<file path="src/design/sdc_pkg.sv">
// ----------------------------------------------------------------------------
// sdc_pkg
// Shared types, widths and the microcode program of the smoothed derivative
// cascade.
// ----------------------------------------------------------------------------
package sdc_pkg;

  localparam int CY_W           = 20;
  localparam int VAL_W          = 40;
  localparam int ORDER_W        = 3;
  localparam int HALF_W         = 3;
  localparam int DIV_BITS       = 8;
  localparam int DEF_STAGES     = 4;
  localparam int DEF_MAX_WINDOW = 15;
  localparam logic [HALF_W-1:0] HALF_RESET = 3'd1;

  localparam int PC_W = 4;
  typedef logic [PC_W-1:0] pc_t;

  typedef enum logic [3:0] {
    OP_TAKE,
    OP_READ,
    OP_UPDATE,
    OP_DIV,
    OP_MEAN,
    OP_PUSH,
    OP_ZSTART,
    OP_ZERO,
    OP_CLEAR,
    OP_FINAL
  } op_t;

  typedef enum logic [2:0] {
    C_NEXT,
    C_ALWAYS,
    C_NO_INPUT,
    C_NOT_FULL,
    C_DIV_MORE,
    C_NO_PREV,
    C_MORE_STAGES,
    C_NOT_EOS
  } cond_t;

  typedef struct packed {
    op_t   op;
    cond_t cond;
    pc_t   target;
  } ucode_t;

  localparam pc_t P_TAKE   = 4'd0;
  localparam pc_t P_READ   = 4'd1;
  localparam pc_t P_UPDATE = 4'd2;
  localparam pc_t P_DIV    = 4'd3;
  localparam pc_t P_MEAN   = 4'd4;
  localparam pc_t P_PUSH   = 4'd5;
  localparam pc_t P_ZSTART = 4'd6;
  localparam pc_t P_ZERO   = 4'd7;
  localparam pc_t P_CLEAR  = 4'd8;
  localparam pc_t P_FINAL  = 4'd9;

  function automatic ucode_t ucode_rom(input pc_t pc);
    ucode_t w;
    case (pc)
      P_TAKE:   w = '{op: OP_TAKE,   cond: C_NO_INPUT,    target: P_TAKE};
      P_READ:   w = '{op: OP_READ,   cond: C_NEXT,        target: P_READ};
      P_UPDATE: w = '{op: OP_UPDATE, cond: C_NOT_FULL,    target: P_ZSTART};
      P_DIV:    w = '{op: OP_DIV,    cond: C_DIV_MORE,    target: P_DIV};
      P_MEAN:   w = '{op: OP_MEAN,   cond: C_NO_PREV,     target: P_ZSTART};
      P_PUSH:   w = '{op: OP_PUSH,   cond: C_MORE_STAGES, target: P_READ};
      P_ZSTART: w = '{op: OP_ZSTART, cond: C_NOT_EOS,     target: P_FINAL};
      P_ZERO:   w = '{op: OP_ZERO,   cond: C_MORE_STAGES, target: P_ZERO};
      P_CLEAR:  w = '{op: OP_CLEAR,  cond: C_NEXT,        target: P_CLEAR};
      P_FINAL:  w = '{op: OP_FINAL,  cond: C_ALWAYS,      target: P_TAKE};
      default:  w = '{op: OP_CLEAR,  cond: C_ALWAYS,      target: P_TAKE};
    endcase
    return w;
  endfunction

endpackage

</file>
<file path="src/design/smoothed_derivative_cascade.sv">
// ----------------------------------------------------------------------------
// smoothed_derivative_cascade
// Negated centroid position followed by a cascade of moving-average
// differentiators, run by a microcoded sequencer over a shared datapath.
// ----------------------------------------------------------------------------
// an item runs, for each stage it reaches, a memory read, sum update, the
// passes of the 8-bit-per-cycle divider, mean and push, then a zero pass
// over the stages and a clear on the final sample of a sequence; it waits
// while the result output is stalled
// one item at a time; each result is registered once the next one is found
// reset: synchronous; stage state cleared, half_width set to 1, store kept
module smoothed_derivative_cascade
  import sdc_pkg::*;
#(
  parameter int STAGES     = DEF_STAGES,
  parameter int MAX_WINDOW = DEF_MAX_WINDOW
) (
  input  logic                    clk,
  input  logic                    rst,
  input  logic                    sample_valid,
  output logic                    sample_stall,
  input  logic [CY_W-1:0]         centroid_y,
  input  logic                    end_of_sequence,
  output logic                    result_valid,
  input  logic                    result_stall,
  output logic [ORDER_W-1:0]      order,
  output logic signed [VAL_W-1:0] value,
  output logic                    last_of_run,
  input  logic                    cfg_valid,
  output logic                    cfg_ready,
  input  logic [HALF_W-1:0]       window_half
);

  localparam int WLEN_W = $clog2(MAX_WINDOW + 1);
  localparam int CMP_W  = (WLEN_W > HALF_W + 1) ? WLEN_W : HALF_W + 1;
  localparam int PTR_W  = (MAX_WINDOW > 1) ? $clog2(MAX_WINDOW) : 1;
  localparam int SIDX_W = (STAGES > 1) ? $clog2(STAGES) : 1;
  localparam int DEPTH  = STAGES * MAX_WINDOW;
  localparam int ADDR_W = (DEPTH > 1) ? $clog2(DEPTH) : 1;
  localparam int SUM_W  = VAL_W + $clog2(MAX_WINDOW);
  localparam int ITER   = (SUM_W + DIV_BITS - 1) / DIV_BITS;
  localparam int DIVD_W = ITER * DIV_BITS;
  localparam int ITER_W = (ITER > 1) ? $clog2(ITER) : 1;
  localparam int REM_W  = WLEN_W;

  // sequencer
  pc_t                    pc, pc_next;
  ucode_t                 uw;
  logic                   taken, hold, needs_out;
  logic                   accept, out_free, cfg_we;

  // configuration
  logic [HALF_W-1:0]      half_width;
  logic [CMP_W-1:0]       wraw;
  logic [WLEN_W-1:0]      wlen;

  // per-stage state
  logic signed [SUM_W-1:0] sum       [STAGES];
  logic signed [VAL_W-1:0] prev      [STAGES];
  logic [WLEN_W-1:0]       fill      [STAGES];
  logic [PTR_W-1:0]        ptr       [STAGES];
  logic [STAGES-1:0]       have_prev;
  logic [STAGES-1:0]       emitted;

  // window store
  logic signed [VAL_W-1:0] mem [DEPTH];
  logic signed [VAL_W-1:0] rd_data;
  logic [ADDR_W-1:0]       addr;
  logic [ADDR_W-1:0]       base;
  logic [PTR_W-1:0]        evict_idx;
  logic [PTR_W-1:0]        ptr_inc;
  logic [WLEN_W+1:0]       pw;

  // datapath
  logic [SIDX_W-1:0]       s;
  logic                    last_stage;
  logic signed [VAL_W-1:0] x;
  logic signed [VAL_W-1:0] xin;
  logic                    eos;
  logic [ORDER_W-1:0]      pend_order;
  logic signed [VAL_W-1:0] pend_value;
  logic                    cur_full, full_next;
  logic signed [VAL_W-1:0] evict;
  logic signed [SUM_W:0]   sum_wide;
  logic signed [SUM_W-1:0] sum_new;
  logic [SUM_W-1:0]        mag;

  // divider
  logic [REM_W-1:0]        rem, dv_r;
  logic [DIVD_W-1:0]       quo, dv_q;
  logic [REM_W:0]          dv_t;
  logic                    neg;
  logic [ITER_W-1:0]       cnt;
  logic signed [VAL_W-1:0] mean;
  logic signed [VAL_W:0]   diff_wide;
  logic signed [VAL_W-1:0] diff_sat;

  assign accept       = sample_valid && !sample_stall;
  assign out_free     = !result_valid || !result_stall;
  assign cfg_we       = cfg_valid && cfg_ready;
  assign sample_stall = rst || (pc != P_TAKE);
  assign cfg_ready    = !rst && (pc == P_TAKE);
  assign uw           = ucode_rom(pc);

  // window length, clamped to the store depth
  assign wraw = CMP_W'({half_width, 1'b1});
  assign wlen = (wraw > CMP_W'(MAX_WINDOW)) ? WLEN_W'(MAX_WINDOW) : WLEN_W'(wraw);

  assign xin        = -$signed(VAL_W'({centroid_y, 8'h00}));
  assign last_stage = (s == SIDX_W'(STAGES - 1));
  assign cur_full   = (fill[s] >= wlen);
  assign full_next  = ((WLEN_W + 1)'(fill[s]) + (WLEN_W + 1)'(1)) >= (WLEN_W + 1)'(wlen);

  // circular store addressing
  assign pw        = (WLEN_W + 2)'(ptr[s]);
  assign evict_idx = (pw >= (WLEN_W + 2)'(wlen))
                     ? PTR_W'(pw - (WLEN_W + 2)'(wlen))
                     : PTR_W'(pw + (WLEN_W + 2)'(MAX_WINDOW) - (WLEN_W + 2)'(wlen));
  assign ptr_inc   = (ptr[s] == PTR_W'(MAX_WINDOW - 1)) ? '0 : ptr[s] + PTR_W'(1);
  assign base      = ADDR_W'(s) * ADDR_W'(MAX_WINDOW);
  assign addr      = (uw.op == OP_READ) ? base + ADDR_W'(evict_idx) : base + ADDR_W'(ptr[s]);

  // running sum and divider load
  assign evict    = cur_full ? rd_data : '0;
  assign sum_wide = (SUM_W + 1)'(sum[s]) + (SUM_W + 1)'(x) - (SUM_W + 1)'(evict);
  assign sum_new  = SUM_W'(sum_wide);
  assign mag      = sum_new[SUM_W-1] ? SUM_W'(-sum_new) : SUM_W'(sum_new);

  // restoring division, DIV_BITS quotient bits per cycle
  always_comb begin
    dv_r = rem;
    dv_q = quo;
    dv_t = '0;
    for (int i = 0; i < DIV_BITS; i++) begin
      dv_t = {dv_r, dv_q[DIVD_W-1]};
      dv_q = {dv_q[DIVD_W-2:0], 1'b0};
      if (dv_t >= (REM_W + 1)'(wlen)) begin
        dv_r    = REM_W'(dv_t - (REM_W + 1)'(wlen));
        dv_q[0] = 1'b1;
      end else begin
        dv_r = dv_t[REM_W-1:0];
      end
    end
  end

  // mean and saturated difference
  assign mean      = neg ? -$signed(quo[VAL_W-1:0]) : $signed(quo[VAL_W-1:0]);
  assign diff_wide = (VAL_W + 1)'(mean) - (VAL_W + 1)'(prev[s]);
  always_comb begin
    if (diff_wide[VAL_W] != diff_wide[VAL_W-1]) begin
      diff_sat = diff_wide[VAL_W] ? {1'b1, {(VAL_W - 1){1'b0}}} : {1'b0, {(VAL_W - 1){1'b1}}};
    end else begin
      diff_sat = VAL_W'(diff_wide);
    end
  end

  // step sequencing
  always_comb begin
    case (uw.op)
      OP_PUSH:  needs_out = 1'b1;
      OP_FINAL: needs_out = 1'b1;
      OP_ZERO:  needs_out = !emitted[s];
      default:  needs_out = 1'b0;
    endcase
    hold = needs_out && !out_free;
    case (uw.cond)
      C_NEXT:        taken = 1'b0;
      C_ALWAYS:      taken = 1'b1;
      C_NO_INPUT:    taken = !accept;
      C_NOT_FULL:    taken = !full_next;
      C_DIV_MORE:    taken = (cnt != '0);
      C_NO_PREV:     taken = !have_prev[s];
      C_MORE_STAGES: taken = !last_stage;
      C_NOT_EOS:     taken = !eos;
      default:       taken = 1'b0;
    endcase
    if (hold) begin
      pc_next = pc;
    end else if (taken) begin
      pc_next = uw.target;
    end else begin
      pc_next = pc + PC_W'(1);
    end
  end

  // control and stage state
  always_ff @(posedge clk) begin
    if (rst) begin
      pc           <= P_TAKE;
      half_width   <= HALF_RESET;
      result_valid <= 1'b0;
      s            <= '0;
      have_prev    <= '0;
      emitted      <= '0;
      for (int i = 0; i < STAGES; i++) begin
        sum[i]  <= '0;
        prev[i] <= '0;
        fill[i] <= '0;
        ptr[i]  <= '0;
      end
    end else begin
      pc <= pc_next;
      if (!hold && needs_out) begin
        result_valid <= 1'b1;
      end else if (out_free) begin
        result_valid <= 1'b0;
      end
      if (cfg_we || (uw.op == OP_CLEAR)) begin
        have_prev <= '0;
        emitted   <= '0;
        for (int i = 0; i < STAGES; i++) begin
          sum[i]  <= '0;
          prev[i] <= '0;
          fill[i] <= '0;
          ptr[i]  <= '0;
        end
      end
      if (cfg_we) begin
        half_width <= window_half;
      end
      if (!hold) begin
        case (uw.op)
          OP_TAKE: begin
            if (accept) begin
              s <= '0;
            end
          end
          OP_UPDATE: begin
            sum[s] <= sum_new;
            ptr[s] <= ptr_inc;
            if (!cur_full) begin
              fill[s] <= fill[s] + WLEN_W'(1);
            end
          end
          OP_MEAN: begin
            prev[s]      <= mean;
            have_prev[s] <= 1'b1;
            if (have_prev[s]) begin
              emitted[s] <= 1'b1;
            end
          end
          OP_PUSH: begin
            s <= s + SIDX_W'(1);
          end
          OP_ZSTART: begin
            s <= '0;
          end
          OP_ZERO: begin
            s <= s + SIDX_W'(1);
          end
          default: begin
          end
        endcase
      end
    end
  end

  // datapath and output payload
  always_ff @(posedge clk) begin
    if (!hold) begin
      case (uw.op)
        OP_TAKE: begin
          if (accept) begin
            x          <= xin;
            eos        <= end_of_sequence;
            pend_order <= '0;
            pend_value <= xin;
          end
        end
        OP_UPDATE: begin
          neg  <= sum_new[SUM_W-1];
          quo  <= DIVD_W'(mag);
          rem  <= '0;
          cnt  <= ITER_W'(ITER - 1);
        end
        OP_DIV: begin
          rem <= dv_r;
          quo <= dv_q;
          cnt <= cnt - ITER_W'(1);
        end
        OP_MEAN: begin
          x <= diff_sat;
        end
        OP_PUSH: begin
          order       <= pend_order;
          value       <= pend_value;
          last_of_run <= 1'b0;
          pend_order  <= ORDER_W'(s) + ORDER_W'(1);
          pend_value  <= x;
        end
        OP_ZERO: begin
          if (!emitted[s]) begin
            order       <= pend_order;
            value       <= pend_value;
            last_of_run <= 1'b0;
            pend_order  <= ORDER_W'(s) + ORDER_W'(1);
            pend_value  <= '0;
          end
        end
        OP_FINAL: begin
          order       <= pend_order;
          value       <= pend_value;
          last_of_run <= 1'b1;
        end
        default: begin
        end
      endcase
    end
  end

  // window store: one write, one registered read
  always_ff @(posedge clk) begin
    if (uw.op == OP_UPDATE) begin
      mem[addr] <= x;
    end
    if (uw.op == OP_READ) begin
      rd_data <= mem[addr];
    end
  end

  a_take_starts_read: assert property (@(posedge clk) disable iff (rst)
    accept |=> (pc == P_READ))
    else $error("accepted item did not start the stage program");

  a_rem_below_window: assert property (@(posedge clk) disable iff (rst)
    (pc == P_MEAN) |-> (rem < wlen))
    else $error("divider remainder not below window length");

  a_final_result: assert property (@(posedge clk) disable iff (rst)
    ((pc == P_FINAL) && out_free) |=> (result_valid && last_of_run && (pc == P_TAKE)))
    else $error("final result of an item not marked or sequencer not back at take");

  for (genvar g = 0; g < STAGES; g++) begin : g_stage_chk
    a_emitted_full: assert property (@(posedge clk) disable iff (rst)
      emitted[g] |-> (have_prev[g] && (fill[g] == wlen)))
      else $error("stage emitted without a full window and a previous mean");
  end

endmodule

</file>
<file path="config.mk">
export PLATFORM = sky130hd
export DESIGN_NAME = smoothed_derivative_cascade
export DESIGN_NICKNAME = d
export VERILOG_FILES = /design/src/design/sdc_pkg.sv /design/src/design/smoothed_derivative_cascade.sv
export SDC_FILE = /design/constraint.sdc
export NUM_CORES = 2
export LEC_CHECK = 0
export ABC_AREA = 1
export BUFFER_PORTS_ARGS = -buffer_cell sky130_fd_sc_hd__buf_4
export CORE_MARGIN = 2
export CORE_UTILIZATION = 56
export CTS_CLUSTER_DIAMETER = 40
export CTS_CLUSTER_SIZE = 25
export DETAILED_ROUTE_END_ITERATION = 16
export PLACE_DENSITY = 0.71
export SYNTH_ARGS = -nofsm -noshare
export SYNTH_HDL_FRONTEND = slang
export SYNTH_SLANG_ARGS = --single-unit
</file>
<file path="constraint.sdc">
create_clock -name clk -period 20.9 [get_ports clk]
set_input_delay 5.225 -clock clk [delete_from_list [all_inputs] [get_ports clk]]
set_output_delay 5.225 -clock clk [all_outputs]
set_load 0.005 [all_outputs]
</file>
### Word-level counts from Yosys, hierarchy flattened

Memory sizes are Yosys's and may differ from the RTL's. A register that Yosys moved wholly into a read port is not among the register bits.
Index checks and enable logic that the tools add are counted.

* register bits: 202
* memory bits (writable): 2768
* memory bits (read-only): 176
* input port bits: 29
* output and inout bits: 47
* logic and storage cells: 255
* memories kept: 6

Memory list
* mem: depth 60, bits a word 40, read ports 1, clocked after memory_dff 1, write ports 1, line smoothed_derivative_cascade.sv:66 `logic signed [VAL_W-1:0] mem [DEPTH];`
* (no name shown): depth 16, bits a word 11, read ports 1, clocked after memory_dff 1, write ports 0, line sdc_pkg.sv:63 `case (pc)`
* sum: depth 4, bits a word 44, read ports 1, clocked after memory_dff 1, write ports 5, line smoothed_derivative_cascade.sv:58 `logic signed [SUM_W-1:0] sum [STAGES];`
* prev: depth 4, bits a word 40, read ports 1, clocked after memory_dff 1, write ports 5, line smoothed_derivative_cascade.sv:59 `logic signed [VAL_W-1:0] prev [STAGES];`
* fill: depth 4, bits a word 4, read ports 1, clocked after memory_dff 1, write ports 5, line smoothed_derivative_cascade.sv:60 `logic [WLEN_W-1:0] fill [STAGES];`
* ptr: depth 4, bits a word 4, read ports 1, clocked after memory_dff 1, write ports 5, line smoothed_derivative_cascade.sv:61 `logic [PTR_W-1:0] ptr [STAGES];`

* add/subtract/negate cells: 26
* $mul: 1
* order comparisons: 14
* eq/ne operators: 21
* multiplexer cells: 108
* bitwise gates (word level): 19
* reductions and logical operators: 43

Operators by type and width (count)
* 40-bit two-way mux: 11
* 44-bit two-way mux: 5
* 40-bit one-hot mux with 2 select lines: 2
* 4-bit two-way mux: 31
* 40-bit one-hot mux with 3 select lines: 1
* 48-bit one-hot mux with 2 select lines: 1
* 5-bit by 4-bit >= comparator with 1-bit output: 9
* 44-bit by 40-bit adder with 44-bit output: 1
* 44-bit negator: 1
* 44-bit by 40-bit subtractor with 44-bit output: 1
* 40-bit by 40-bit subtractor with 41-bit output: 1
* 28-bit negator with 40-bit output: 1
* 40-bit negator: 1
* 4-bit subtractor: 10
* 1-bit two-way mux: 33
* 2-bit two-way mux: 9
* 4-bit by 3-bit == test with 1-bit output, second input constant: 4
* 1-bit OR: 16
* 3-bit AND reduction: 5
* 4-bit by 1-bit adder with 4-bit output, second input constant: 3
* 6-bit by 4-bit adder with 6-bit output: 2
* 3-bit == test, second input constant: 4
* 4-bit == test, second input constant: 3
* 1-bit logical NOT: 12
* 40 further kinds: 65

### Longest topological paths before layout

* depth in word-level cells: 19
* gate-level depth with buffers: 85
* mapped depth without buffers: 85

### Least setup slack after synthesis

OpenSTA, ideal clock, no wires.

* path kind: register -> register
* from: register half_width[0]
* to: register quo[0] (data pin)
* library setup time: 0.254 ns
* data arrival time: 10.744 ns
* required time: 20.646 ns
* setup slack: 9.902 ns
* stages on the path, launching flop included: 81
* path buffers: 0
* period minus slack after synthesis: 10.998 ns
* path through: dfxtp_1 > inv_1 > ha_1 > ha_1 > nand3_1 > nand3_1 > inv_1 > nand2_4 > xor2_2 > ha_1 > ha_1 > nand3_1 > nand2_1 > a21oi_2 > nand2_4 > inv_2 > nand2_1 > nand2_1 > [45 not listed] > nor2_1 > a211oi_1 > nand2_1 > nand2_1 > inv_1 > nor2_1 > inv_1 > nor2_1 > nand3_1 > nand2_1 > inv_1 > ha_1 > ha_1 > and3_1 > a211oi_1 > nand3_2 > nor2_2 > nor2_1

* longest elaborated chain between the ends: 19
* elaborated cells between the ends (all ways): 31
* classes of those cells: 9 x add/sub; 10 x order compare; 12 x mux

Ends and longest elaborated chain
* from (decl): line smoothed_derivative_cascade.sv:53 `logic [HALF_W-1:0] half_width;`
* from (signal assigned): line smoothed_derivative_cascade.sv:219 `half_width <= window_half;`
* 4-bit greater-than comparator: line smoothed_derivative_cascade.sv:107 `assign wlen = (wraw > CMP_W'(MAX_WINDOW)) ? WLEN_W'(MAX_WINDOW) : WLEN_W'(wraw);`
* 4-bit two-way mux (*): line smoothed_derivative_cascade.sv:107
* 4-bit subtractor or 5-bit by 4-bit >= comparator with 1-bit output (tied branches): line smoothed_derivative_cascade.sv:138, smoothed_derivative_cascade.sv:137
* 4-bit two-way mux: line smoothed_derivative_cascade.sv:137 `if (dv_t >= (REM_W + 1)'(wlen)) begin`
* 4-bit subtractor or 5-bit by 4-bit >= comparator with 1-bit output (tied branches): line smoothed_derivative_cascade.sv:138, smoothed_derivative_cascade.sv:137
* 4-bit two-way mux: line smoothed_derivative_cascade.sv:137
* 4-bit subtractor or 5-bit by 4-bit >= comparator with 1-bit output (tied branches): line smoothed_derivative_cascade.sv:138, smoothed_derivative_cascade.sv:137
* 4-bit two-way mux: line smoothed_derivative_cascade.sv:137
* [3 not listed]
* 4-bit two-way mux: line smoothed_derivative_cascade.sv:137
* 4-bit subtractor or 5-bit by 4-bit >= comparator with 1-bit output (tied branches): line smoothed_derivative_cascade.sv:138, smoothed_derivative_cascade.sv:137
* 4-bit two-way mux: line smoothed_derivative_cascade.sv:137
* 4-bit subtractor or 5-bit by 4-bit >= comparator with 1-bit output (tied branches): line smoothed_derivative_cascade.sv:138, smoothed_derivative_cascade.sv:137
* 4-bit two-way mux: line smoothed_derivative_cascade.sv:137
* 5-bit by 4-bit >= comparator with 1-bit output: line smoothed_derivative_cascade.sv:137
* 1-bit two-way mux: line smoothed_derivative_cascade.sv:137
* 48-bit one-hot mux with 2 select lines (*): line smoothed_derivative_cascade.sv:261 `case (uw.op)`
* to (signal assigned): line smoothed_derivative_cascade.sv:272 `quo <= DIVD_W'(mag);`
* to (signal assigned): line smoothed_derivative_cascade.sv:278 `quo <= dv_q;`
* to (decl): line smoothed_derivative_cascade.sv:90 `logic [DIVD_W-1:0] quo, dv_q;`

Every way passes the cells marked *; elsewhere a longest branch is shown, timed or not.
A chain may end at the register's enable or synchronous reset.

### Final worst setup path

Ends and elaborated chain as after synthesis.

==> impl_metrics.yaml <==
drt:
  final_antenna_net_count: 0
  drcViolationCount: 0
  vias: 83072
  routed_via_density: 6.51
  routedWlPerCell_microns: 30.4
  routed_wl_mm: 388
  drtIter0Drc: 13565
  drt-pass1-iter-count: 7
sta:
  fin_setup_tns_ps: 0
  tightest_slew_ps: 1180
  rsz0062_at_grt: "no"
  min_period_over_period: 0.599
  fin_skew_ps: 81.6
  maxSlewHeadroom: 0.212
  clock.fmax_mhz: 79.8
  maxSlewViolCount: 0
  hold_viol: 0
  layout_min_cycle_time_ps: 12530
  setup_viol: 0
worst_hold_path:
  hold_depth: 0
  hold_class: "reg2reg"
cts:
  clock_sinks: 3023
  hold_buffers: 0
  cts_root_buf: "clkbuf_16"
  insertion_delay_ps: 1000
  cts_max_level: 5
  cts_tree: "done"
  cts_buffer_depth: 4
  cts_resized: 0
  clkTransAtPathRegs_ps: 60
  cts_setup_buffers: 0
  numCtsBuffers: 386
floorplan:
  fp.dieW_microns: 476
  std_cell_rows: 173
  io_pins: 76
  initial_core_util: 0.562
  core_area_sq_mm: 0.222
  dieHeight_microns: 476
  fp.dieArea_sq_mm: 0.226
synth:
  async_flop_share: 0
  synth-edff-count: 2992
  ys.flop_type: "edfxtp_1"
  syn_avg_cell_area_sq_um: 13.5
  syn_nets: 9481
  synth_seq_cells: 3023
  synth_cell_types: 69
  ys_top_cells_by_area: "edfxtp_1 72%, nand2_1 3.9%, a22oi_1 3.3%"
  synthCells: 9247
  synth_area_sq_mm: 0.125
  yosysTopAreaCell: "edfxtp_1"
  synth_top_area_frac: 0.721
  yosys_warnings: 0
  ys_seq_area_frac: 0.726
grt:
  gr-total-overflow: 0
  grt_pass1_vias: 79169
  antenna_found_initial: 25
  grt_max_degree: 108
  grtUsageTotal: 0.339
  grt_first_pass_wirelength_mm: 551
worst_setup_path:
  crit_required_ps: 21580
  path_buf_inv: 13
  worstSetupPathType: "reg2reg"
  worstSetupPathDepth: 81
  path_common_cell: "nand2_1"
  crit_arrival_ps: 13200
  slowest_stage: "ha_1"
  cp_top_family: "simple AND/OR/NAND/NOR gates"
  start_kind: "flop"
  crit_path_max_fanout: 11
  r2r_cells: 81
  max_stage_delay_ps: 340
  cp-end-kind: "flop"
layout:
  layout.nets: 9703
  seqCellArea_sq_mm: 0.0905
  drive_gt1_frac: 0.120
  syn_to_final_growth_pct: 14.3
  multiInputGateArea_sq_mm: 0.0302
  fill_cells: 15827
run:
  maxCapViolCount: 0
placed_design:
  dpl.hpwl_mm: 226
  portBuffers: 75
  gp_congestion: 0.987
run_status:
  status: "complete, no violations"
cell type report:
class                      instances  area share
timing repair buffer             286      0.0156
antenna                            6    0.000105
inverter                         735      0.0197
sequential                      3023       0.635
multi-input combinational       5037       0.212
tap                             2975      0.0261
clock buffer                     408      0.0691
clock inverter                   293      0.0219
cells in the mapped netlist (15+ instances only):
cell type / n
clkbuf_1: 297
nor4_1: 23
or2_2: 16
a32o_1: 78
xor2_1: 101
nor3_1: 44
a211oi_1: 15
nand2_1: 1289
inv_1: 699
buf_1: 73
nand4_1: 74
o21ai_1: 50
fa_1: 56
edfxtp_1: 2992
o211ai_1: 31
nand3_1: 321
a31oi_1: 124
a22oi_1: 551
xnor2_1: 45
buf_2: 79
dfxtp_1: 31
a22o_1: 50
inv_2: 26
a21oi_1: 220
a221oi_1: 317
o22ai_1: 51
a41oi_1: 15
nor2_1: 827
ha_1: 149
nor3_2: 18
o21ai_0: 405
logic make-up after synthesis:
| family | synth area share |
|---|---|
| AOI/OAI and AO/OA | 0.110 |
| xor gates and xnor gates | 0.0125 |
| adders and majority gates | 0.0240 |
| buffers and inverters | 0.0366 |
| DFF | 0.726 |
| and+or+nand+nor | 0.0910 |
flip-flops by register name, summed over array words and instances (netlist names), 11 cells and up, named ones only:
register	count
fill	16
mem	2400
pend_value	40
prev	160
ptr	16
quo	48
rd_data	40
sum	176
uw	11
value	40
x	40
path summary, 6_finish.rpt:
kind                              start                  to  slack, ps
min reg2reg     pend_value[8]$_DFFE_PP_  value[8]$_DFFE_PP_        420
max reg2reg  half_width[0]$_SDFFE_PP1P_    quo[0]$_DFFE_PP_       8370
max          half_width[0]$_SDFFE_PP1P_    quo[0]$_DFFE_PP_       8370
min             pend_value[8]$_DFFE_PP_  value[8]$_DFFE_PP_        420
metal layers:
| metal | global-route usage | part of all wire |
|---|---|---|
| met5 | 0 | 0.00032 |
| met4 | 0.159 | 0.053 |
| met3 | 0.0772 | 0.13 |
| met2 | 0.523 | 0.46 |
| met1 | 0.460 | 0.36 |
placed cells by master, fill, tap and decap left out, types with 44 or more instances in the layout:
cell / n
ha_1: 148
nor2_1: 760
a221oi_1: 316
xnor2_1: 45
clkinv_2: 44
o21ai_0: 405
o21ai_1: 50
xor2_1: 101
fa_1: 55
nor2_4: 71
clkbuf_16: 391
a22o_1: 50
a31oi_1: 124
nand2_1: 1278
edfxtp_1: 2992
a32o_1: 78
clkinv_1: 47
a21oi_1: 220
nand3_1: 319
buf_4: 280
o22ai_1: 51
inv_1: 691
nand4_1: 74
inv_6: 57
a22oi_1: 551
per-stage QoR:
step	hold WS [ps]	std cells	setup WS, ps	instance area [sq um]	utilization
after floorplan	400	9247	9900	125000	-
after global placement	404	12056	8040	129000	0.584
after detailed placement	405	12056	8200	129000	0.584
after CTS	414	12757	8140	142000	0.643
after global routing	417	12759	6780	142000	0.643
final	416	12763	8370	142000	0.643
Power is left out: the tool's default activity adds up to more than one toggle a clock period on the data nets, which glitch-free logic cannot reach.
